$ cat src/sv/twq_pkg.sv
// Shared types, codes and defaults of the timing wheel event queue.
`default_nettype none

package twq_pkg;

  // Field widths of the item channels and the configuration register.
  localparam int PAYLOAD_W = 32;
  localparam int DELAY_W   = 6;
  localparam int CMD_W     = 2;
  localparam int STATUS_W  = 3;
  localparam int CFG_W     = 7;

  // Largest wheel that the configuration register can select.
  localparam int SLOTS_CFG_MAX = (2 ** CFG_W) - 1;

  // Defaults of the top-level parameters.
  localparam int NUM_SLOTS_DEF  = 64;
  localparam int SLOT_DEPTH_DEF = 16;

  // Reset value of the slots-in-use register.
  localparam logic [CFG_W-1:0] SLOTS_RESET = CFG_W'(64);

  // Command codes.
  localparam logic [CMD_W-1:0] CMD_PUSH    = 2'd0;
  localparam logic [CMD_W-1:0] CMD_ADVANCE = 2'd1;
  localparam logic [CMD_W-1:0] CMD_RESET   = 2'd2;

  // Status codes of a result item.
  localparam logic [STATUS_W-1:0] ST_ACCEPTED = 3'd0;
  localparam logic [STATUS_W-1:0] ST_FULL     = 3'd1;
  localparam logic [STATUS_W-1:0] ST_RANGE    = 3'd2;
  localparam logic [STATUS_W-1:0] ST_EVENT    = 3'd3;
  localparam logic [STATUS_W-1:0] ST_EMPTY    = 3'd4;
  localparam logic [STATUS_W-1:0] ST_RESET    = 3'd5;

  // Input item.
  typedef struct packed {
    logic [CMD_W-1:0]     command;
    logic [DELAY_W-1:0]   delay;
    logic [PAYLOAD_W-1:0] event_in;
  } in_item_t;

  // Result item.
  typedef struct packed {
    logic [STATUS_W-1:0]  status;
    logic [PAYLOAD_W-1:0] event_out;
    logic                 last;
  } out_item_t;

endpackage

`default_nettype wire

$ cat src/sv/twq_count_ram.sv
// Slot count memory with one valid bit per slot, cleared all at once.
`default_nettype none

module twq_count_ram import twq_pkg::*; #(
  parameter int DEPTH  = 64,
  parameter int ADDR_W = 6,
  parameter int DATA_W = 5
) (
  input  wire logic              clk_i,
  input  wire logic              rst_ni,
  input  wire logic              clear_i,
  input  wire logic              rd_en_i,
  input  wire logic [ADDR_W-1:0] rd_addr_i,
  output logic      [DATA_W-1:0] rd_data_o,
  input  wire logic              wr_en_i,
  input  wire logic [ADDR_W-1:0] wr_addr_i,
  input  wire logic [DATA_W-1:0] wr_data_i
);

  logic [DATA_W-1:0] mem [DEPTH];
  logic [DEPTH-1:0]  valid_q;
  logic [DATA_W-1:0] rd_mem_q;
  logic              rd_vld_q;

  // Valid bits: a slot that was never written since the last clear reads zero.
  always_ff @(posedge clk_i or negedge rst_ni) begin
    if (!rst_ni) begin
      valid_q <= '0;
    end else if (clear_i) begin
      valid_q <= '0;
    end else if (wr_en_i) begin
      valid_q[wr_addr_i] <= 1'b1;
    end
  end

  // Memory write and registered read.
  always_ff @(posedge clk_i) begin
    if (wr_en_i) begin
      mem[wr_addr_i] <= wr_data_i;
    end
    if (rd_en_i) begin
      rd_mem_q <= mem[rd_addr_i];
      rd_vld_q <= valid_q[rd_addr_i];
    end
  end

  assign rd_data_o = rd_vld_q ? rd_mem_q : '0;

endmodule

`default_nettype wire

$ cat config.mk
export PLATFORM = sky130hd
export DESIGN_NAME = twq_count_ram
export DESIGN_NICKNAME = d
export VERILOG_FILES = /design/src/sv/twq_pkg.sv /design/src/sv/twq_count_ram.sv
export SDC_FILE = /design/constraint.sdc
export NUM_CORES = 1
export LEC_CHECK = 0
export BUFFER_PORTS_ARGS = -buffer_cell sky130_fd_sc_hd__buf_2
export CORE_MARGIN = 4
export CORE_UTILIZATION = 30
export CTS_CLUSTER_SIZE = 24
export DETAILED_ROUTE_END_ITERATION = 12
export SYNTH_ARGS = -nofsm -noshare
export SYNTH_HDL_FRONTEND = slang
export SYNTH_SLANG_ARGS = --single-unit
$ cat constraint.sdc
create_clock -name clk_i -period 3.9 [get_ports clk_i]
set_input_delay 0.39 -clock clk_i [delete_from_list [all_inputs] [get_ports clk_i]]
set_output_delay 0.39 -clock clk_i [all_outputs]
set_load 0.02 [all_outputs]
# After elaboration in Yosys (flattened, before gate mapping)
# Memory sizes are Yosys's and may differ from the RTL's. A register that Yosys moved wholly into a read port is not among the register bits.
# Cells that the tools add are included.
[word_totals] register_bits=65 ramBits=320 input_bits=22 out_inout_bits=5 mem_count=1
[memory_table] memory="mem" words=64 width=5 rd=1 rd_ports_with_merged_regs=1 wr=1 line="twq_count_ram.sv:20" source="logic [DATA_W-1:0] mem [DEPTH];"
[op_classes] n_lt_le_gt_ge=3 n_mux=9 n_bitwise=1 reduce_logical=2
[op_table] cell="$mux 64" count=2
[op_table] cell="$or 64x64->64" count=1
[op_table] cell="$lt 6x7->1 const B" count=2
[op_table] cell="$bmux 1 s6" count=1
[op_table] cell="$demux 1 s6" count=1
[op_table] cell="$ge 6x1->1 const B" count=1
[op_table] cell="$mux 5" count=1
[op_table] cell="$mux 1" count=4
[op_table] cell="$reduce_bool 2->1" count=1
[op_table] cell="$logic_and 1x1->1" count=1

# Depth between registers and ports, before layout
# Gate-level depths: netlist of run 1.
[logic_depth] word_depth=7 ltp_mapped=8 depth_no_buf=5

# Worst setup path after synthesis of run 1
# Ideal clock, no wire load.
[synth_path] kind="input to register" start="input rd_addr_i[0]" end="register rd_mem_q[4] (read register of mem) (data pin)" setup_time_ns=0.264 arrival_ns=1.816 required_time_ns=3.636 setup_slack_ns=1.819 path_stages=7 path_buffers=2 path_cell_list="buf_2 -> buf_4 -> mux4_2 -> a22oi_1 -> nand3_1 -> nand3b_1 -> nand3_1"
[synth_lines] item="start: declaration" line="twq_count_ram.sv:13" source="input wire logic [ADDR_W-1:0] rd_addr_i,"
[synth_lines] item="end: declaration" line="twq_count_ram.sv:22" source="logic [DATA_W-1:0] rd_mem_q;"

==> results.txt, run 1 <==
----------------------------------------------------
[Outcome]
  Outcome ... finished, final reports clean

[Worst hold path]
  Class of the tightest hold or removal check ... input port to flop
  Hold Path Origin ... rd_en_i

[Timing]
  Clock period minus worst slack ... 2258 ps
  Highest clock rate ... 0.4429 GHz
  Final-layout worst hold slack ... 172.2 ps
  Maximum clock skew at final layout ... 15.50 ps
  Final Hold Viols ... 0
  Setup TNS ... 0 ps
  Slew at the pin with the worst max-slew slack ... 1237 ps
  Final-report setup violation count ... 0
  Setup repair after global routing missed its margin ... no
  Final period util ... 0.5789
  Max Transition Viols Final ... 0
  Max-Slew Margin vs Limit ... 0.1754

[Cells and area]
  Fraction of final layout cells sized beyond drive strength 1 ... 0.2017
  Cell Count, Final, Fillers Out ... 1,646
  Finished Core Util ... 0.3477
  Number of fillers in the final layout ... 4,859
  Area of all placed cells without fillers ... 0.01784 mm^2
  Layout Nets ... 951
  Area growth, synth to finish ... 14.79%

[GRT]
  Final global-route overflow total ... 0
  Global-route wire length before repair ... 54,570 um
  Global-route usage over all layers ... 0.1296
  Maximum number of pins on one net before global-route repair ... 65
  Number of global-route vias before repair ... 8,375
  Initial antenna violation count ... 5

[Drt]
  Number of vias per cell ... 5.014
  Number of iterations in the first detailed-routing pass ... 5
  DR WL/cell ... 22.19 um
  Initial DRC count ... 704
  Total detailed-routing wirelength ... 36,520 um
  Post-DRT Antenna Nets ... 0
  Routed vias ... 8,253
  DRC violation count after routing ... 0

[Floorplanning]
  Width of the die ... 235.6 um
  Starting utilization of the core area ... 0.3029
  Std-Cell Core Area ... 0.05130 mm^2
  Std cell rows ... 83
  Die ar. ... 0.05551 mm^2
  I/O pins ... 27
  Die outline height ... 235.6 um

[Critical path]
  Sort of element at the start of the critical path ... input port
  Endpoint required time on the critical path ... 4310 ps
  Critical path origin ... rd_addr_i[0]
  Largest fanout on the critical path ... 33
  Crit path buf inv count ... 2
  Reg2reg start ... mem[9][2]
  Slowest cell delay on critical path ... 870 ps
  Worst setup path category ... input port to flop
  Critical Path AT ... 2660 ps
  Slowest stage cell, crit path ... a2111oi_0
  Delay-heaviest family, CP ... compound AO/OA/AOI/OAI gates
  Crit. End Element ... flop
  Cell-by-cell listing of the critical path ... buf_6 > buf_12 > mux4_2 > o22ai_1 > a2111oi_0 > a32o_1

[Flow run]
  Maxcap violations ... 0

[CTS]
  Clk Tree Root Cell ... clkbuf_16
  Clock sinks ... 390
  Number of buffers inserted by post-CTS setup repair ... 0
  Largest buffer count on any clock path ... 3
  Deepest level of the CTS H-tree ... 2
  Num CTS Buffers ... 41
  Worst-skew pair later-pin latency ... 540 ps
  CTS tree ... built
  Clock slew seen by the registers of the worst setup and hold paths ... 60 ps

[Synthesis]
  Count of warnings emitted by yosys ... 0
  Syn Area/Cell ... 17.31 um^2
  Fraction of synthesis flops using an asynchronous set or reset pin ... 0.1641
  Ys flop type ... edfxtp_1
  Number of synthesized flops with an enable pin ... 326
  Synthesized flop and latch total ... 390
  Synthesized netlist cell count ... 898
  Synthesized Nets ... 920
  Library cells used by synthesis ... 38
  Sequential element share of the synthesized area ... 0.7330
  Synth Cell Area ... 0.01554 mm^2

[Pwr]
  Pwr Density ... 507.0 mW/mm^2
  Max IR drop VDD ... 0.2631 mV
  Cell leakage power ... 0.005904 uW

[Place]
  Number of cells after detailed placement ... 1,565
  Number of buffers inserted by port buffering ... 26
  Routability congestion estimate from global placement ... 0.8134
  Instance area at placement ... 0.01641 mm^2
  HPWL reported at the end of detailed placement ... 23,590 um

----------------------------------------------------
-- logic make-up after synthesis --
family	Yosys count	synth area share
buf+inv	51	0.01562
compound gates	68	0.03084
mux	111	0.1448
simple gates	278	0.07577
flops	390	0.7330
-- sequential cells by signal (all words and copies together) (netlist names) --
signal and cells:
rd_mem_q 5, mem 320, valid_q 64, rd_vld_q 1
-- stage by stage --
stage               worst slack [ps]  power (uW)
global route                    1528        9352
global placement                1098        5105
CTS                             1612        9127
detailed placement              1060        5112
finish                          1642        9043
floorplan                       1819        4914
-- routing by layer --
metal  global-route usage  vias up  share of wire
met5                    0        -        0.00074
li1                     -     3574              -
met1               0.1782     4300           0.42
met2               0.2085      308           0.48
met3              0.02530       67          0.072
met4              0.04253        4          0.027
-- placed cells by master, fill, tap and decap left out, types with 3 or more instances in the layout --
cell | netlist | layout
a2111oi_0 | 3 | 3
a21oi_1 | 11 | 11
a221oi_1 | 3 | 3
a22oi_1 | 4 | 4
a32o_1 | 3 | 3
a32oi_1 | 3 | 3
and2_1 | 6 | 6
buf_12 | 0 | 3
buf_2 | 11 | 24
buf_4 | 4 | 10
bufinv_16 | 0 | 6
clkbuf_1 | 31 | 14
clkbuf_16 | 0 | 43
clkbuf_8 | 0 | 3
clkinv_2 | 0 | 6
dfrtp_1 | 64 | 64
diode_2 | 0 | 4
edfxtp_1 | 326 | 326
mux2i_1 | 20 | 20
mux4_2 | 91 | 91
nand2_1 | 17 | 17
nand2b_1 | 9 | 9
nand3_1 | 18 | 18
nand3b_1 | 5 | 5
nor2_1 | 199 | 199
nor2b_1 | 10 | 10
nor3_1 | 6 | 6
o21ai_0 | 4 | 4
o21bai_1 | 3 | 3
o221ai_1 | 6 | 6
o22ai_1 | 20 | 20
or2_2 | 3 | 3
-- final cells by class --
class | count | area [um^2] | share of cell area
clock inverters | 16 | 234.0 | 0.01312
flip-flops and latches | 390 | 11390 | 0.6386
well taps | 680 | 850.8 | 0.04770
clock buffers | 60 | 1170 | 0.06558
repair buffers | 39 | 276.5 | 0.01550
diodes | 4 | 10.01 | 0.0005611
multi-input cells | 457 | 3906 | 0.2190
-- report_power, final --
group          switching (uW)  total (uW)  internal (uW)  leakage, uW
clock                    1540        4020           2480     0.000684
combinational             299         454            155      0.00139
sequential               9.57        4570           4560      0.00383
-- worst register-to-register path, delay by kind of cell (launching register included) --
| family | cells | cell delay, ps |
|---|---|---|
| muxes | 1 | 250 |
| DFF | 1 | 330 |
| AOI/OAI and AO/OA | 3 | 1260 |
-- worst paths after layout --
check | end | slack, ps | depth (start not counted)
worst min register to register | valid_q[53] | 490 | 2
worst max-delay path | rd_mem_q[2] | 1640 | 6
worst min-delay path | rd_mem_q[2] | 170 | 1
min in group asynchronous | valid_q[42] | 480 | 2
worst max register to register | rd_mem_q[2] | 1940 | 4
max in group asynchronous | valid_q[7] | 2430 | 3
-- repair_timing --
action                                 CTS  global route
gates resized for setup                  0             0
endpoints found under the hold margin   29             0
hold buffers                             1             0
-- Yosys cell counts, types with 3 or more instances --
library cell / number / area, um^2
a221oi_1: 3 / 26.28
nand2_1: 17 / 63.81
buf_6: 3 / 33.78
nand2b_1: 9 / 56.30
o21bai_1: 3 / 22.52
a32o_1: 3 / 30.03
buf_2: 11 / 55.05
o221ai_1: 6 / 52.55
mux2i_1: 20 / 200.2
nand3b_1: 5 / 37.54
a2111oi_0: 3 / 26.28
o21ai_0: 4 / 20.02
clkbuf_1: 31 / 116.4
mux4_2: 91 / 2049
and2_1: 6 / 37.54
edfxtp_1: 326 / 9789
buf_4: 4 / 30.03
dfrtp_1: 64 / 1602
or2_2: 3 / 18.77
nor2_1: 199 / 747.0
nor2b_1: 10 / 62.56
nand3_1: 18 / 90.09
nor3_1: 6 / 30.03
a32oi_1: 3 / 26.28
a22oi_1: 4 / 30.03
a21oi_1: 11 / 55.05
o22ai_1: 20 / 125.1
Note: power is estimated with default switching activity, not from simulation.
==> inputs of run 2 (changes only) <==
- ABC_AREA: not set -> 1
- clock period: 3.9 -> 1.8 ns (I/O delays scaled with it)
==> run 2 against run 1 <==
Against the previous run: clock power grew 100%; clock skew grew 5.5 ps; via count grew 40%; utilization grew 0.92 points; cell count grew 44%; first-iteration DRC count grew 54%; final area grew 7.7%; global-route usage grew 2.3 points; setup slack lost 1500 ps; die area grew 4.9%; non-clock buffer count grew 87; largest cell class unchanged.
==> results.txt, run 2 <==
----------------------------------------------------
[Outcome]
  Outcome ... finished, final reports clean

[Synthesis]
  Ys flop type ... edfxtp_1
  Share of synthesized area spent on multiplexers ... 0
  Compound-gate portion of the synthesized area ... 0
  Cell types occupying the most area after synthesis ... edfxtp_1, nand2_1, nand3_1, dfrtp_1, nor2_1
  Syn Area/Cell ... 10.46 um^2
  Main combinational cell family by area after synthesis ... simple AND/OR/NAND/NOR gates
  Synth area leader ... edfxtp_1
  Count of warnings emitted by yosys ... 0
  Adder and majority cell fraction of the synthesized area ... 0
  Number of synthesized flops with an enable pin ... 326
  Area share of the largest cell type after synthesis ... 0.5993
  Fraction of synthesis flops using an asynchronous set or reset pin ... 0.1641
  Commonest cells in the netlist ... nand2_1, edfxtp_1, nand3_1
  Share of synthesized cell area in and, or, nand and nor gates ... 0.2633
  Synthesized Nets ... 1,583
  Most frequent cell after synthesis ... nand2_1
  Synth Cell Area ... 0.01633 mm^2
  Library cells used by synthesis ... 14
  XOR/XNOR share of the synthesized area ... 0
  Synthesized flop and latch total ... 390
  Sequential element share of the synthesized area ... 0.6974
  Synthesized netlist cell count ... 1,561

[Timing]
  Slew at the pin with the worst max-slew slack ... 898.5 ps
  Final Hold Viols ... 0
  Max-Slew Margin vs Limit ... 0.4004
  Highest clock rate ... 0.6188 GHz
  Max Transition Viols Final ... 0
  Clock period minus worst slack ... 1616 ps
  Final period util ... 0.8978
  Setup repair after global routing missed its margin ... no
  Final-layout worst hold slack ... 73.66 ps
  Final worst setup slack ... 184.0 ps
  Final-report setup violation count ... 0
  Maximum clock skew at final layout ... 21.03 ps

[Cells and area]
  Finished Core Util ... 0.3569
  Layout Nets ... 1,665
  Most frequent cells in the layout ... nand2_1, edfxtp_1, nand3_1
  Area growth, synth to finish ... 17.58%
  Number of fillers in the final layout ... 5,302
  Area of all placed cells without fillers ... 0.01921 mm^2
  Most common cell after layout, fill and taps aside ... nand2_1
  Registers with the most flip-flops ... mem (320), valid_q (64), rd_mem_q (5)
  Fraction of final layout cells sized beyond drive strength 1 ... 0.1110
  Largest register by flop count ... mem
  Largest register FFs ... 320
  Antenna cells ... 0

[CTS]
  Largest buffer count on any clock path ... 3
  Num CTS Buffers ... 41
  Clock sinks ... 390
  Deepest level of the CTS H-tree ... 2
  Worst-skew pair later-pin latency ... 560 ps
  Clk Tree Root Cell ... clkbuf_16
  CTS tree ... built
  Clock slew seen by the registers of the worst setup and hold paths ... 60 ps
  Post-cts sizing count ... 0

[Floorplanning]
  Std-Cell Core Area ... 0.05381 mm^2
  Std cell rows ... 85
  Die outline height ... 241.3 um
  I/O pins ... 27
  Die ar. ... 0.05825 mm^2
  Starting utilization of the core area ... 0.3035
  Width of the die ... 241.3 um

[GRT]
  Final global-route overflow total ... 0
  Global-route wire length before repair ... 68,500 um
  Maximum number of pins on one net before global-route repair ... 103
  Number of global-route vias before repair ... 11,560
  Initial antenna violation count ... 1
  Global-route usage over all layers ... 0.1529

[Place]
  Number of buffers inserted by port buffering ... 26
  Worst slack at placement ... -19.13 ps
  Routability congestion estimate from global placement ... 0.8416
  Instance area at placement ... 0.01790 mm^2
  HPWL reported at the end of detailed placement ... 27,160 um

[Drt]
  Post-DRT Antenna Nets ... 0
  Number of vias per cell ... 4.867
  DR WL/cell ... 18.62 um
  Total detailed-routing wirelength ... 44,150 um
  DRC violation count after routing ... 0
  Number of iterations in the first detailed-routing pass ... 5
  Initial DRC count ... 1,087
  Routed vias ... 11,539

[Worst hold path]
  Class of the tightest hold or removal check ... input port to flop

[Critical path]
  Crit. End Element ... primary output
  Sort of element at the start of the critical path ... flop
  Largest fanout on the critical path ... 5
  Worst setup path category ... flop to primary output
  Endpoint required time on the critical path ... 1620 ps
  Critical Path AT ... 1440 ps

[Pwr]
  Pwr Density ... 1006 mW/mm^2
  Cell leakage power ... 0.007448 uW
  Max IR drop VDD ... 0.5452 mV

[Flow run]
  Maxcap violations ... 0

----------------------------------------------------
run 2: cell types whose count changed after synthesis, sizes merged, moves of 9 or more:
cell,previous run,this run
a21oi,11,0
nor2b,10,0
nand3,18,324
clkbuf,31,18
nand2b,9,0
mux2i,20,0
mux4,91,0
nand2,17,504
buf,20,69
inv,0,50
o22ai,20,0
run 2: layout make-up:
class	instances	area (um^2)	area share
inverters	51	196.4	0.01023
clock buffers	60	1157	0.06026
multi-input cells	1033	4302	0.2240
flip-flops and latches	390	11390	0.5931
clock inverters	15	128.9	0.006710
repair buffers	126	1160	0.06039
well taps	696	870.8	0.04534
run 2: per-stage QoR:
stage / setup TNS [ps] / total power (uW) / instances
after floorplan: 0 / 10780 / 1561
after global placement: 0 / 11420 / 2294
after detailed placement: -21.03 / 11430 / 2294
after CTS: 0 / 19450 / 2371
after global routing: 0 / 19970 / 2371
final: 0 / 19320 / 2371
run 2: final timing paths:
check / startpoint / depth (start not counted) / slack [ps] / endpoint
hold reg to reg: valid_q[4] / 2 / 490 / valid_q[4]
min in group asynchronous: rst_ni / 2 / 90 / valid_q[30]
max in group asynchronous: rst_ni / 3 / 1090 / valid_q[46]
setup reg to reg: mem[35][0] / 8 / 370 / rd_mem_q[0]
setup / recovery: rd_vld_q / 3 / 180 / rd_data_o[2]
hold / removal: rd_addr_i[5] / 3 / 70 / rd_vld_q
run 2: kinds of logic after synthesis:
logic type             count (synthesis)
and+or+nand+nor                     1033
DFF                                  390
buffers and inverters                138
run 2: critical path, stage by stage, from the launching register on:
cell and delay (ps):
edfxtp_1 440, nand2_1 200, inv_1 70, buf_2 160
run 2: where the power goes:
group | leakage [uW] | total [uW] | internal [uW] | switching (uW)
combinational | 0.00300 | 1360 | 381 | 975
clock | 0.000619 | 8070 | 4630 | 3440
sequential | 0.00383 | 9890 | 9870 | 24.1
total | 0.00745 | 19300 | 14900 | 4440
run 2: what timing repair did:
| item | 4_1_cts | 5_1_grt |
|---|---|---|
| buffers inserted | 0 | 0 |
| endpoints found under the hold margin | 70 | 0 |
| hold buffers | 2 | 0 |
run 2: layer usage:
metal | up-vias | part of all wire | GRT usage | routed length (um)
li1 | 5431 | - | - | -
met1 | 5586 | 0.43 | 0.2098 | 18860
met2 | 448 | 0.47 | 0.2505 | 20680
met3 | 72 | 0.078 | 0.02402 | 3438
met4 | 2 | 0.026 | 0.04921 | 1153
met5 | - | 0.00034 | 0 | 15
