<file path="src/sv/twq_pkg.sv">
// Shared types, codes and defaults of the timing wheel event queue.
`default_nettype none

package twq_pkg;

  // Field widths of the item channels and the configuration register.
  localparam int PAYLOAD_W = 32;
  localparam int DELAY_W   = 6;
  localparam int CMD_W     = 2;
  localparam int STATUS_W  = 3;
  localparam int CFG_W     = 7;

  // Largest wheel that the configuration register can select.
  localparam int SLOTS_CFG_MAX = (2 ** CFG_W) - 1;

  // Defaults of the top-level parameters.
  localparam int NUM_SLOTS_DEF  = 64;
  localparam int SLOT_DEPTH_DEF = 16;

  // Reset value of the slots-in-use register.
  localparam logic [CFG_W-1:0] SLOTS_RESET = CFG_W'(64);

  // Command codes.
  localparam logic [CMD_W-1:0] CMD_PUSH    = 2'd0;
  localparam logic [CMD_W-1:0] CMD_ADVANCE = 2'd1;
  localparam logic [CMD_W-1:0] CMD_RESET   = 2'd2;

  // Status codes of a result item.
  localparam logic [STATUS_W-1:0] ST_ACCEPTED = 3'd0;
  localparam logic [STATUS_W-1:0] ST_FULL     = 3'd1;
  localparam logic [STATUS_W-1:0] ST_RANGE    = 3'd2;
  localparam logic [STATUS_W-1:0] ST_EVENT    = 3'd3;
  localparam logic [STATUS_W-1:0] ST_EMPTY    = 3'd4;
  localparam logic [STATUS_W-1:0] ST_RESET    = 3'd5;

  // Input item.
  typedef struct packed {
    logic [CMD_W-1:0]     command;
    logic [DELAY_W-1:0]   delay;
    logic [PAYLOAD_W-1:0] event_in;
  } in_item_t;

  // Result item.
  typedef struct packed {
    logic [STATUS_W-1:0]  status;
    logic [PAYLOAD_W-1:0] event_out;
    logic                 last;
  } out_item_t;

endpackage

`default_nettype wire

</file>
<file path="src/sv/twq_modulo.sv">
// Iterative remainder unit: one restoring step per cycle.
`default_nettype none

module twq_modulo import twq_pkg::*; #(
  parameter int DVD_W = 8
) (
  input  wire logic             clk_i,
  input  wire logic             rst_ni,
  input  wire logic             start_i,
  input  wire logic [DVD_W-1:0] dividend_i,
  input  wire logic [CFG_W-1:0] divisor_i,
  output logic                  done_o,
  output logic [CFG_W-1:0]      rem_o
);

  localparam int CNT_W = $clog2(DVD_W + 1);

  logic             busy_q, busy_d;
  logic             done_q, done_d;
  logic [CNT_W-1:0] cnt_q, cnt_d;
  logic [DVD_W-1:0] dvd_q, dvd_d;
  logic [CFG_W-1:0] div_q, div_d;
  logic [CFG_W-1:0] rem_q, rem_d;
  logic [CFG_W:0]   shifted;

  // Shift in the next dividend bit and subtract the divisor when it fits.
  always_comb begin
    busy_d  = busy_q;
    done_d  = 1'b0;
    cnt_d   = cnt_q;
    dvd_d   = dvd_q;
    div_d   = div_q;
    rem_d   = rem_q;
    shifted = {rem_q, dvd_q[DVD_W-1]};
    if (start_i) begin
      busy_d = 1'b1;
      cnt_d  = CNT_W'(DVD_W);
      dvd_d  = dividend_i;
      div_d  = divisor_i;
      rem_d  = '0;
    end else if (busy_q) begin
      if (shifted >= {1'b0, div_q}) begin
        rem_d = CFG_W'(shifted - {1'b0, div_q});
      end else begin
        rem_d = CFG_W'(shifted);
      end
      dvd_d = dvd_q << 1;
      cnt_d = cnt_q - CNT_W'(1);
      if (cnt_q == CNT_W'(1)) begin
        busy_d = 1'b0;
        done_d = 1'b1;
      end
    end
  end

  // Control flags.
  always_ff @(posedge clk_i or negedge rst_ni) begin
    if (!rst_ni) begin
      busy_q <= 1'b0;
      done_q <= 1'b0;
    end else begin
      busy_q <= busy_d;
      done_q <= done_d;
    end
  end

  // Datapath registers.
  always_ff @(posedge clk_i) begin
    cnt_q <= cnt_d;
    dvd_q <= dvd_d;
    div_q <= div_d;
    rem_q <= rem_d;
  end

  assign done_o = done_q;
  assign rem_o  = rem_q;

endmodule

`default_nettype wire

</file>
<file path="config.mk">
export PLATFORM = sky130hd
export DESIGN_NAME = twq_modulo
export DESIGN_NICKNAME = d
export VERILOG_FILES = /design/src/sv/twq_pkg.sv /design/src/sv/twq_modulo.sv
export SDC_FILE = /design/constraint.sdc
export NUM_CORES = 1
export LEC_CHECK = 0
export BUFFER_PORTS_ARGS = -buffer_cell sky130_fd_sc_hd__clkbuf_2
export CORE_MARGIN = 8
export CORE_UTILIZATION = 45
export CTS_BUF_LIST = sky130_fd_sc_hd__clkbuf_4
export DETAILED_ROUTE_END_ITERATION = 12
export PLACE_DENSITY_LB_ADDON = 0.12
export SLEW_MARGIN = 20
export SYNTH_ARGS = -nofsm -noshare
export SYNTH_HDL_FRONTEND = slang
export SYNTH_SLANG_ARGS = --single-unit
</file>
<file path="constraint.sdc">
create_clock -name clk_i -period 2.7 [get_ports clk_i]
set_input_delay 0.54 -clock clk_i [delete_from_list [all_inputs] [get_ports clk_i]]
set_output_delay 0.54 -clock clk_i [all_outputs]
set_load 0.01 [all_outputs]
</file>
# Word level (Yosys, flattened, before mapping)
# Cells that the tools add are included.
[totals] ff_bits=28 latch_bits=0 ramBits=0 mem_bits_ro=0 output_inout_bits=8 mem_count=0
[op_classes] addsub=2 mul=0 div_mod_pow=0 order_cmp=1 eq_ne=1 shifts=0 mux=9 bitwise_logic=0 reduce_logical=1
[ops] op="8-bit two-way mux" count=2
[ops] op="8-bit by 7-bit greater-or-equal comparator with 1-bit output" count=1
[ops] op="7-bit two-way mux" count=1
[ops] op="7-bit subtractor" count=1
[ops] op="1-bit two-way mux" count=6
[ops] op="4-bit by 1-bit == test with 1-bit output, second input constant" count=1
[ops] op="4-bit by 1-bit subtractor with 4-bit output, second input constant" count=1
[ops] op="2-bit nonzero test" count=1

# Logic depth before layout (Yosys ltp)
# Gate-level depths: netlist (run 1).
[depth] ltp_word=4 ltp_mapped=8

# Worst setup path after synthesis (run 1)
# No wires, ideal clock.
[synth_timing] kind="flip-flop to flip-flop" from="register dvd_q[7]" to="register rem_q[2], in the netlist rem_o[2]" arrival_ns=1.784 required_ns=2.605 setup_slack_ns=0.820 stages_incl_launch_ff=9 path_buffers=0 path_cell_list="edfxtp_1 -> inv_1 -> ha_1 -> inv_1 -> fa_1 -> nand3_1 -> a31oi_1 -> or4_1 -> o311ai_1"
[synth_between] elab_chain_cells=2 elab_cells_between_ends=3 classes_between="1 x add/sub; 1 x order compare; 1 x mux"
[synth_rtl] item="start, declared" line="twq_modulo.sv:21" text="logic [DVD_W-1:0] dvd_q, dvd_d;"
[synth_rtl] item="start signal, assigned" line="twq_modulo.sv:70" text="dvd_q <= dvd_d;"
[synth_rtl] item="7-bit subtractor or 8-bit by 7-bit greater-or-equal comparator with 1-bit output (tied branches)" line="twq_modulo.sv:43, twq_modulo.sv:42"
[synth_rtl] item="7-bit two-way mux *" line="twq_modulo.sv:42" text="if (shifted >= {1'b0, div_q}) begin"
[synth_rtl] item="end signal, assigned" line="twq_modulo.sv:72" text="rem_q <= rem_d;"
[synth_rtl] item="end, declared" line="twq_modulo.sv:23" text="logic [CFG_W-1:0] rem_q, rem_d;"
# Every way passes the cells marked *; elsewhere a longest branch is shown, timed or not.
# A chain may end at the register's enable or synchronous reset.

# Worst setup path after layout (run 1)
# Same ends and word-level chain as after synthesis.

==> metrics.md, run 1 <==
| Metric | Value |
|---|---|
| Bufs on Longest Clock Path | 2 |
| Area occupied by multi-input gates | around 760 sq um |
| # hold bufs at CTS | 1 |
| Clk sinks | 28 |
| Worst Skew | between 0.001 and 0.0015 ns |
| Dominant synthesized flop cell | edfxtp_1 |
| Uppermost layer routed | met4 |
| Initial drt markers | 77 |
| Fin. Hold Viols | 0 |
| Metal2 WL | 1510 um |
| Actual slew at the worst max-slew pin | roughly 0.71 ns |
| Async S/R FF share, synth | 7.14% |
| Minimum clock period | 2.12 ns |
| Hold_ws | between 0.3 and 0.4 ns |
| Filler instances | between 300 and 400 |
| Layout cells sized above 1 | 26.7% |
| Most frequent cells in the layout | clkbuf_2 (25), edfxtp_1 (15), inv_1 (12), nor2_1 (12), dfxtp_1 (11) |
| Synthesized area | 1570 sq um |
| Via count | roughly 1200 |
| DRC viols | 0 |
| Site row count | 21 |
| IO Count | 26 |
| Rel. slew slack | 52.7% |
| Area growth syn-to-layout | 13.0% |
| Max Transition Viols Final | 0 |
| Post-synthesis cell count | 149 |
| CP Max Fanout | 4 |
| ANT cells | 0 |
| Clock-pin slew on the worst setup and hold paths | roughly 0.15 ns |
| Leak | roughly 0.74 nW |
| Post_cts resized | 0 |
| Routed met3 length | 153 um |
| Setup_tns | 0 ns |
| Root Buffer | clkbuf_4 |
| Die H | 75.1 um |
| Pwr dens | 806 nW/um^2 |
| Critical Path End Type | flip-flop |
| Syn nets | ~180 |
| CTS tree | done |
| Register area | 721 sq um |
| Clk_lat worst skew | 0.33 ns |
| Max_cap viols | 0 |
| First-pass GRT wire length | 5290 um |
| Commonest non-fill, non-tap cell in the layout | clkbuf_2 |
| Setup CP Type | reg2reg |
| RSZ-0062 raised after global routing | false |
| Number of synthesized flops with an enable pin | 15 |
| Critical Path Source Type | flip-flop |
| Hold crit path type | in2reg |
| Final setup vio count | 0 |
| Router iterations before antenna repair | 4 |
| Max Clk Rate | 0.472 GHz |
| Worst Path Required | 2.95 ns |
| Total wire length | 3070 um |
| Peak supply drop | 380 uV |
| Die Wd | 75.1 um |
| Fin crit share | between 70% and 80% |
| Count of cell types in the netlist | between 40 and 50 |
| Port Buffers | 25 |
| Yosys warns | 0 |
| Via/cell ratio | approximately 5.4 |
| Initial Util | between 40% and 50% |
| Critical path arrival | 2.37 ns |
| Routed WL per cell | 14.1 um |
| Gr ovfl total | 0 |
| Global-route usage over all layers | between 10% and 20% |
| Core Region | 3340 sq um |
| Antenna-violating nets left | 0 |
| CTS H-tree lvls | 1 |
| Die area | approximately 5600 sq um |
| GPL Wtd Cong | 0.778 |
| DP HPWL | 2230 um |
| Largest net degree at the start of global routing | 37 |
| Wl on met1 | 1360 um |
| Post-synthesis sequential area ratio | 45.9% |
| Synthesized flop and latch total | 28 |
| Post-CTS setup repair buffer count | 0 |
| Vias in the first global route | 1139 |
| Nets@finish | 201 |
| Outcome | finished clean |
| Cts bufs inserted | 3 |
| Syn Area/Cell | 10.5 sq um |
| Initial antenna violation count | 0 |
-- cell families (layout without fill, tap and decap cells) --
kind of cell             Yosys count  in the layout  synth area share (%)
AND/OR/NAND/NOR                   52             52                  18.7
flip-flops                        28             28                  45.9
AO/OA/AOI/OAI                     27             27                  13.1
buffers and inverters             19             42                  5.50
adder cells (fa/ha/maj)           10             10                  8.45
multiplexers                       7              7                  5.02
XOR/XNOR                           6              6                  3.35
-- sequential cells by signal, summed over array words and instances (netlist names) --
signal and count:
dvd_q 8, rem_o 7, cnt_q 4, busy_q 1
done_o 1, div_q 7
-- Yosys cell counts, types with 2 or more instances --
cell type | count | area share (%)
a311oi_1 | 2 | 1.1
nand2_1 | 9 | 2.2
mux2_2 | 7 | 5.0
o31ai_1 | 2 | 0.96
buf_2 | 2 | 0.64
o21ai_1 | 2 | 0.64
or3b_2 | 3 | 1.7
nor2_1 | 12 | 2.9
ha_1 | 9 | 7.2
inv_1 | 12 | 2.9
nand3_1 | 4 | 1.3
dfrtp_1 | 2 | 3.2
xor2_1 | 2 | 1.1
clkbuf_1 | 2 | 0.48
dfxtp_1 | 11 | 14
a21o_1 | 2 | 0.96
o21ai_0 | 2 | 0.64
nor3b_1 | 6 | 2.9
nor2b_1 | 2 | 0.80
edfxtp_1 | 15 | 29
a211oi_1 | 2 | 0.96
or4_1 | 2 | 0.96
xnor2_1 | 4 | 2.2
or2_2 | 2 | 0.80
nand2b_1 | 3 | 1.2
a31oi_1 | 5 | 2.0
-- worst max-delay path, stage by stage, from the launching register on --
cell and delay (ns):
edfxtp_1 0.41, inv_1 0.07, ha_1 0.16, inv_1 0.06
fa_1 0.40, nand3_1 0.18, a31oi_1 0.17, or4_1 0.50
o311ai_1 0.10
-- metrics by stage --
stage	power, mW	cells	utilization, %	cell area [sq um]	worst slack (ns)
finish	1.43	218	53.1	1770	0.581
global route	1.54	218	53.1	1770	0.458
CTS	1.44	218	53.1	1770	0.606
detailed placement	1.16	213	51.3	1710	0.686
global placement	1.15	213	51.3	1710	0.755
floorplan	1.03	149	-	1570	0.820
-- final timing paths --
check,from,to,slack [ns],depth (start not counted)
worst max-delay path,dvd_q[7],rem_o[2],0.58,8
worst min-delay path,divisor_i[6],div_q[6],0.37,1
worst max register to register,dvd_q[7],rem_o[2],0.58,8
worst min register to register,cnt_q[1],cnt_q[1],0.51,2
max in group asynchronous,rst_ni,busy_q,2.11,2
min in group asynchronous,rst_ni,done_o,0.50,2
-- metal layers --
layer  vias up  global-route usage, %
li1        587                      -
met1       542                   15.2
met2        34                   19.7
met3         6                   2.13
met4         0                   3.91
met5         -                      0
-- final cells by class --
cell class / count / share of cell area [%]
clock buffers: 3 / 1.27
clock inverters: 1 / 1.69
inverters: 12 / 2.54
multi-input cells: 102 / 43.0
flip-flops and latches: 28 / 40.6
well taps: 46 / 3.25
repair buffers: 26 / 7.62
-- power breakdown --
part	switching [mW]	internal, mW	leakage (nW)
Clock	0.127	0.150	0.0279
Sequential	0.0758	0.539	0.269
Combinational	0.285	0.252	0.443
Total	0.488	0.941	0.739
Note: power is estimated with default switching activity, not from simulation.
==> inputs of run 2 (changes only) <==
==> constraint.sdc (replaced) <==
create_clock -name clk_i -period 1.85 [get_ports clk_i]
set_input_delay 0.37 -clock clk_i [delete_from_list [all_inputs] [get_ports clk_i]]
set_output_delay 0.37 -clock clk_i [all_outputs]
set_load 0.01 [all_outputs]
==> run 2 against run 1 <==
  * The run now ends with negative setup slack left
  * Clock-buffer cell count unchanged
  * Clock skew grew 0.0070 ns
  * Wire length up 5.6%
  * Total power grew 48%
  * Die area stayed put
  * Maximum frequency up 13%
  * Global-route usage is 0.31 points higher
  * Combinational power increased by 80%
  * Sequential power up 44%
  * First-iteration DRC count is 14% lower
  * Via count up 2.5%
  * Critical path type unchanged
==> metrics.md, run 2 (synthesis gave the netlist of run 1 again) <==
| Metric | Value |
|---|---|
| Largest net degree at the start of global routing | 25 |
| Port Buffers | 25 |
| Via/cell ratio | about 5.2 |
| Initial drt markers | 66 |
| Failing checks | negative setup slack |
| Hold crit path type | in2reg |
| Number of flip-flops under the largest register name | 8 |
| Clock-pin slew on the worst setup and hold paths | 0.16 ns |
| Leak | slightly below 0.8 nW |
| DP HPWL | 2390 um |
| First-pass GRT wire length | 5300 um |
| Peak supply drop | 459 uV |
| Routed WL per cell | approximately 14 um |
| Max Clk Rate | about 0.53 GHz |
| Initial Util | 47.0% |
| Total wire length | between 3000 and 4000 um |
| Outcome | finished with violations |
| Bufs on Longest Clock Path | 2 |
| Area occupied by multi-input gates | roughly 840 sq um |
| CTS tree | done |
| Fin crit share | 102% |
| Core Region | 3340 sq um |
| Initial antenna violation count | 0 |
| Critical Path Source Type | flip-flop |
| Nets@finish | 212 |
| Actual slew at the worst max-slew pin | slightly above 0.5 ns |
| ANT cells | 0 |
| Gr ovfl total | 0 |
| Max_cap viols | 0 |
| Most frequent cells in the layout | clkbuf_2 (25), edfxtp_1 (15), nor2_1 (12), inv_1 (11), dfxtp_1 (11) |
| Final setup margin | -0.0295 ns |
| Setup CP Type | reg2reg |
| Final setup vio count | 2 |
| Fin. Hold Viols | 0 |
| Critical path arrival | 2.13 ns |
| Hold_ws | ~0.19 ns |
| CTS H-tree lvls | 1 |
| RSZ-0062 raised after global routing | true |
| Rel. slew slack | 66.2% |
| Minimum clock period | about 1.9 ns |
| Root Buffer | clkbuf_4 |
| Die Wd | roughly 75 um |
| Max Transition Viols Final | 0 |
| DRC viols | 0 |
| Placed insts | 221 |
| Reg with most FFs | dvd_q |
| Router iterations before antenna repair | 4 |
| IO Count | 26 |
| Vias in the first global route | 1131 |
| Commonest non-fill, non-tap cell in the layout | clkbuf_2 |
| GPL Wtd Cong | roughly 0.85 |
| Clk_lat worst skew | 0.34 ns |
| Pwr dens | 1110 nW/um^2 |
| Final core utilization | between 50 and 60% |
| Cts bufs inserted | 3 |
| Post-Layout Cell Count | 229 |
| Via count | 1198 |
| Register area | 721 sq um |
| Worst Skew | between 0.008 and 0.009 ns |
| Worst Path Required | 2.11 ns |
| Area growth syn-to-layout | 21.7% |
| Antenna-violating nets left | 0 |
| CP Max Fanout | 4 |
| Layout cells sized above 1 | 36.6% |
| Die H | ~75 um |
| Clk sinks | 28 |
| Critical Path End Type | flip-flop |
| Site row count | 21 |
| Die area | between 5000 and 6000 sq um |
| Filler instances | 312 |
| Global-route usage over all layers | 12.2% |
-- run 2: cell count changes in the layout (fill, tap and decap cells not counted), moves of 2 or more --
cell,delta
buf_4,+10
inv_2,+2
ha_1,-2
a311oi_1,-2
ha_2,+2
a311oi_2,+2
nand3_1,-2
-- run 2: path summary, 6_finish.rpt --
kind | startpoint | to | slack [ns] | cells after the start
max in group asynchronous | rst_ni | done_o | 1.43 | 2
min in group asynchronous | rst_ni | busy_q | 0.33 | 2
setup / recovery | dvd_q[7] | rem_o[2] | -0.03 | 8
setup reg to reg | dvd_q[7] | rem_o[2] | -0.03 | 8
hold reg to reg | cnt_q[1] | cnt_q[1] | 0.52 | 2
hold / removal | divisor_i[0] | div_q[0] | 0.19 | 1
-- run 2: critical path, stage by stage (launching register included) --
cell and delay (ns):
edfxtp_1 0.42, inv_1 0.08, ha_2 0.18, inv_2 0.04, fa_2 0.36, nand3_4 0.09, a31oi_4 0.11, or4_1 0.43
o311ai_2 0.09
-- run 2: where the power goes --
group | internal [mW] | switching [mW] | total [mW] | leakage (nW)
combinational | 0.467 | 0.499 | 0.966 | 0.505
clock | 0.0807 | 0.189 | 0.270 | 0.0181
sequential | 0.786 | 0.0997 | 0.886 | 0.269
-- run 2: repair_timing --
action	CTS	global route
gates resized for setup	3	10
hold buffers	1	0
buffers inserted	2	1
cloned	0	0
endpoints found under the setup margin	3	7
endpoints found under the hold margin	2	0
pin swaps	3	7
-- run 2: metrics by stage --
stage          TNS, ns  cell area, sq um  power (mW)  setup WS [ns]
2_1_floorplan        0              1580        1.51         0.0550
3_3_place_gp         0              1780        1.74         0.0325
3_5_place_dp   -0.0297              1780        1.75        -0.0297
4_1_cts        -0.0330              1850        2.06        -0.0330
5_1_grt         -0.398              1910        2.29         -0.121
6_report       -0.0330              1910        2.12        -0.0295
-- run 2: layout make-up --
type	count	area share (%)
clock buffer	3	1.18
clock inverter	1	0.197
inverter	12	2.36
multi-input combinational	102	43.9
sequential	28	37.7
tap	46	3.01
timing repair buffer	37	11.6
-- run 2: metal layers --
layer / part of all wire, % / GRT usage [%] / vias up
met1: 45 / 15.7 / 564
met3: 2.8 / 1.86 / 5
li1: - / - / 612
met4: 1.6 / 5.65 / 0
met2: 51 / 19.5 / 17
met5: 0 / 0 / -
==> inputs of run 3 (changes only) <==
--- a/config.mk
+++ b/config.mk
@@ -6,11 +6,13 @@
 export NUM_CORES = 1
 export LEC_CHECK = 0
 export BUFFER_PORTS_ARGS = -buffer_cell sky130_fd_sc_hd__clkbuf_2
+export CELL_PAD_IN_SITES_DETAIL_PLACEMENT = 1
+export CELL_PAD_IN_SITES_GLOBAL_PLACEMENT = 2
 export CORE_MARGIN = 8
-export CORE_UTILIZATION = 45
+export CORE_UTILIZATION = 37
 export CTS_BUF_LIST = sky130_fd_sc_hd__clkbuf_4
 export DETAILED_ROUTE_END_ITERATION = 12
-export PLACE_DENSITY_LB_ADDON = 0.12
+export PLACE_DENSITY = 0.81
 export SLEW_MARGIN = 20
 export SYNTH_ARGS = -nofsm -noshare
 export SYNTH_HDL_FRONTEND = slang
==> constraint.sdc (replaced) <==
create_clock -name clk_i -period 1.75 [get_ports clk_i]
set_input_delay 0.35 -clock clk_i [delete_from_list [all_inputs] [get_ports clk_i]]
set_output_delay 0.35 -clock clk_i [all_outputs]
set_load 0.01 [all_outputs]
==> run 3 against run 2 <==
  * First-iteration DRC count shrank 27%
  * Die area grew 17%
  * Worst hold slack lost 0.0071 ns
  * The run still ends with negative setup slack left
  * Highest routed layer unchanged
  * Combinational power grew 31%
  * Sequential power grew 5.9%
  * Clock power is essentially flat
  * Final cell count grew 5.7%
  * Sequential share of layout area shrank 3.0 points
  * Largest power group unchanged
  * Design area grew 8.5%
==> metrics.md, run 3 (synthesis gave the netlist of run 1 again) <==
| Metric | Value |
|---|---|
| Outcome | finished with violations |
| Failing checks | negative setup slack |
| Peak supply drop | between 500 and 600 uV |
| CP Max Fanout | 4 |
| Router iterations before antenna repair | 4 |
| Final setup margin | -0.108 ns |
| Worst reg-to-reg path cell count | 8 |
| Site row count | 23 |
| Die H | 81.1 um |
| Hold crit path type | in2reg |
| Routed WL per cell | about 17 um |
| Layout cells sized above 1 | 44.8% |
| Initial Util | 38.9% |
| Max Clk Rate | 0.538 GHz |
| Root Buffer | clkbuf_4 |
| Global-route usage over all layers | approximately an eighth |
| Logic pwr share | 51.1% |
| Commonest non-fill, non-tap cell in the layout | clkbuf_2 |
| First-pass GRT wire length | around 6600 um |
| Area growth syn-to-layout | 32.1% |
| Setup_tns | -0.324 ns |
| Reg-to-reg startpoint | dvd_q[7] |
| Hold_ws | 0.184 ns |
| Die area | roughly 6600 sq um |
| Int Power | around 1.5 mW |
| Worst path cell trace | inv_2 -> ha_4 -> inv_2 -> fa_2 -> nand3_4 -> a31oi_4 -> or4_1 -> o311ai_1 |
| DRC viols | 0 |
| Worst Hold Path EP | div_q[1] |
| NetSw | 930 uW |
| Fin crit share | 106% |
| CTS H-tree lvls | 1 |
| Worst Path Required | 2.00 ns |
| Gr ovfl total | 0 |
| Worst path max stage delay | approximately 0.43 ns |
| Final core utilization | 51.4% |
| Initial drt markers | 48 |
| Max Transition Viols Final | 0 |
| Total wire length | ~4000 um |
| Actual slew at the worst max-slew pin | 0.422 ns |
| Critical path arrival | 2.11 ns |
| Initial antenna violation count | 0 |
| Reg-to-reg endpoint | rem_o[2] |
| Crit-path leading delay family | simple AND/OR/NAND/NOR gates |
| Buf/Inv on CP | 2 |
| Worst Skew | ~0.011 ns |
| Slowest-stage cell, CP | edfxtp_1 |
| Clk sinks | 28 |
| Leak | between 0.8 and 0.9 nW |
| Via/cell ratio | 5.24 |
| Cts bufs inserted | 3 |
| Fin. Hold Viols | 0 |
| Port Buffers | 25 |
| Largest net degree at the start of global routing | 20 |
| Number of flip-flops under the largest register name | 8 |
| Reg with most FFs | dvd_q |
| Pwr dens | 1190 nW/um^2 |
| Critical Path End Type | flip-flop |
| Die Wd | about 80 um |
| Clock-pin slew on the worst setup and hold paths | roughly 0.15 ns |
| Nets@finish | approximately 220 |
| IO Count | 26 |
| Max_cap viols | 0 |
| Rel. slew slack | approximately 70% |
| Setup CP Type | reg2reg |
| Via count | between 1000 and 1500 |
| Critical Path Source Type | flip-flop |
| Final setup vio count | 5 |
| Sw frac | 37.6% |
| Clk_lat worst skew | 0.33 ns |
| Sequential share of power | 37.9% |
| Hold path startpoint | divisor_i[1] |
| Antenna-violating nets left | 0 |
| Minimum clock period | 1.86 ns |
| Reg2Reg Setup Slack | -0.11 ns |
| Bufs on Longest Clock Path | 2 |
| DP HPWL | 3100 um |
| ANT cells | 0 |
| Most frequent cells in the layout | clkbuf_2 (25), buf_4 (19), edfxtp_1 (15), nor2_1 (11), dfxtp_1 (11) |
| Clock share of power | 11.0% |
| Most used cell, CP | inv_2 |
| GPL Wtd Cong | 0.828 |
| Hold depth | 1 |
| Core Region | 4030 sq um |
| RSZ-0062 raised after global routing | true |
| CTS tree | done |
| Vias in the first global route | 1350 |
run 3: metal layers:
metal | track usage (%) | up-vias | wire [um]
met1 | 16.1 | 629 | 1790
met4 | 4.29 | 0 | 25
met3 | 1.55 | 2 | 76
met5 | 0 | - | 0
met2 | 21.9 | 11 | 2160
li1 | - | 627 | -
run 3: worst max-delay path by stage:
stage / from / to / cells after the start
finish: dvd_q[7] / rem_o[2] / 8
global route: dvd_q[7] / rem_o[4] / 9
CTS: dvd_q[7] / rem_o[2] / 8
detailed placement: dvd_q[7] / rem_o[2] / 8
global placement: dvd_q[7] / rem_o[2] / 8
floorplan: dvd_q[7] / rem_o[2] / 8
run 3: what timing repair did:
item	in CTS	in global routing
hold buffers	1	0
hold endpoints to repair	2	0
resized for setup	13	12
setup buffers	2	1
gates cloned	0	0
pin swaps	7	4
endpoints found under the setup margin	7	7
run 3: cell type report:
cell class	count	area, sq um
sequential	28	721
clock inverter	1	3.75
clock buffer	3	22.5
timing repair buffer	46	289
fill	461	1960
tap	50	62.6
multi-input combinational	102	928
inverter	12	45.0
run 3: through the flow:
stage	area, sq um	cells	setup WS [ns]	power [mW]
after detailed placement	1880	234	-0.163	2.02
after floorplan	1600	149	-0.00226	1.62
after global placement	1880	234	-0.0574	1.96
after global routing	2070	242	-0.204	2.65
after CTS	2000	241	-0.141	2.41
final	2070	242	-0.108	2.47
run 3: power by group through the flow:
stage | registers [mW] | clock network (mW) | logic (mW)
6_report | 0.938 | 0.271 | 1.27
5_1_grt | 0.957 | 0.302 | 1.39
4_1_cts | 0.938 | 0.284 | 1.18
3_5_place_dp | 0.942 | 0 | 1.07
3_3_place_gp | 0.933 | 0 | 1.03
2_1_floorplan | 0.945 | 0 | 0.676
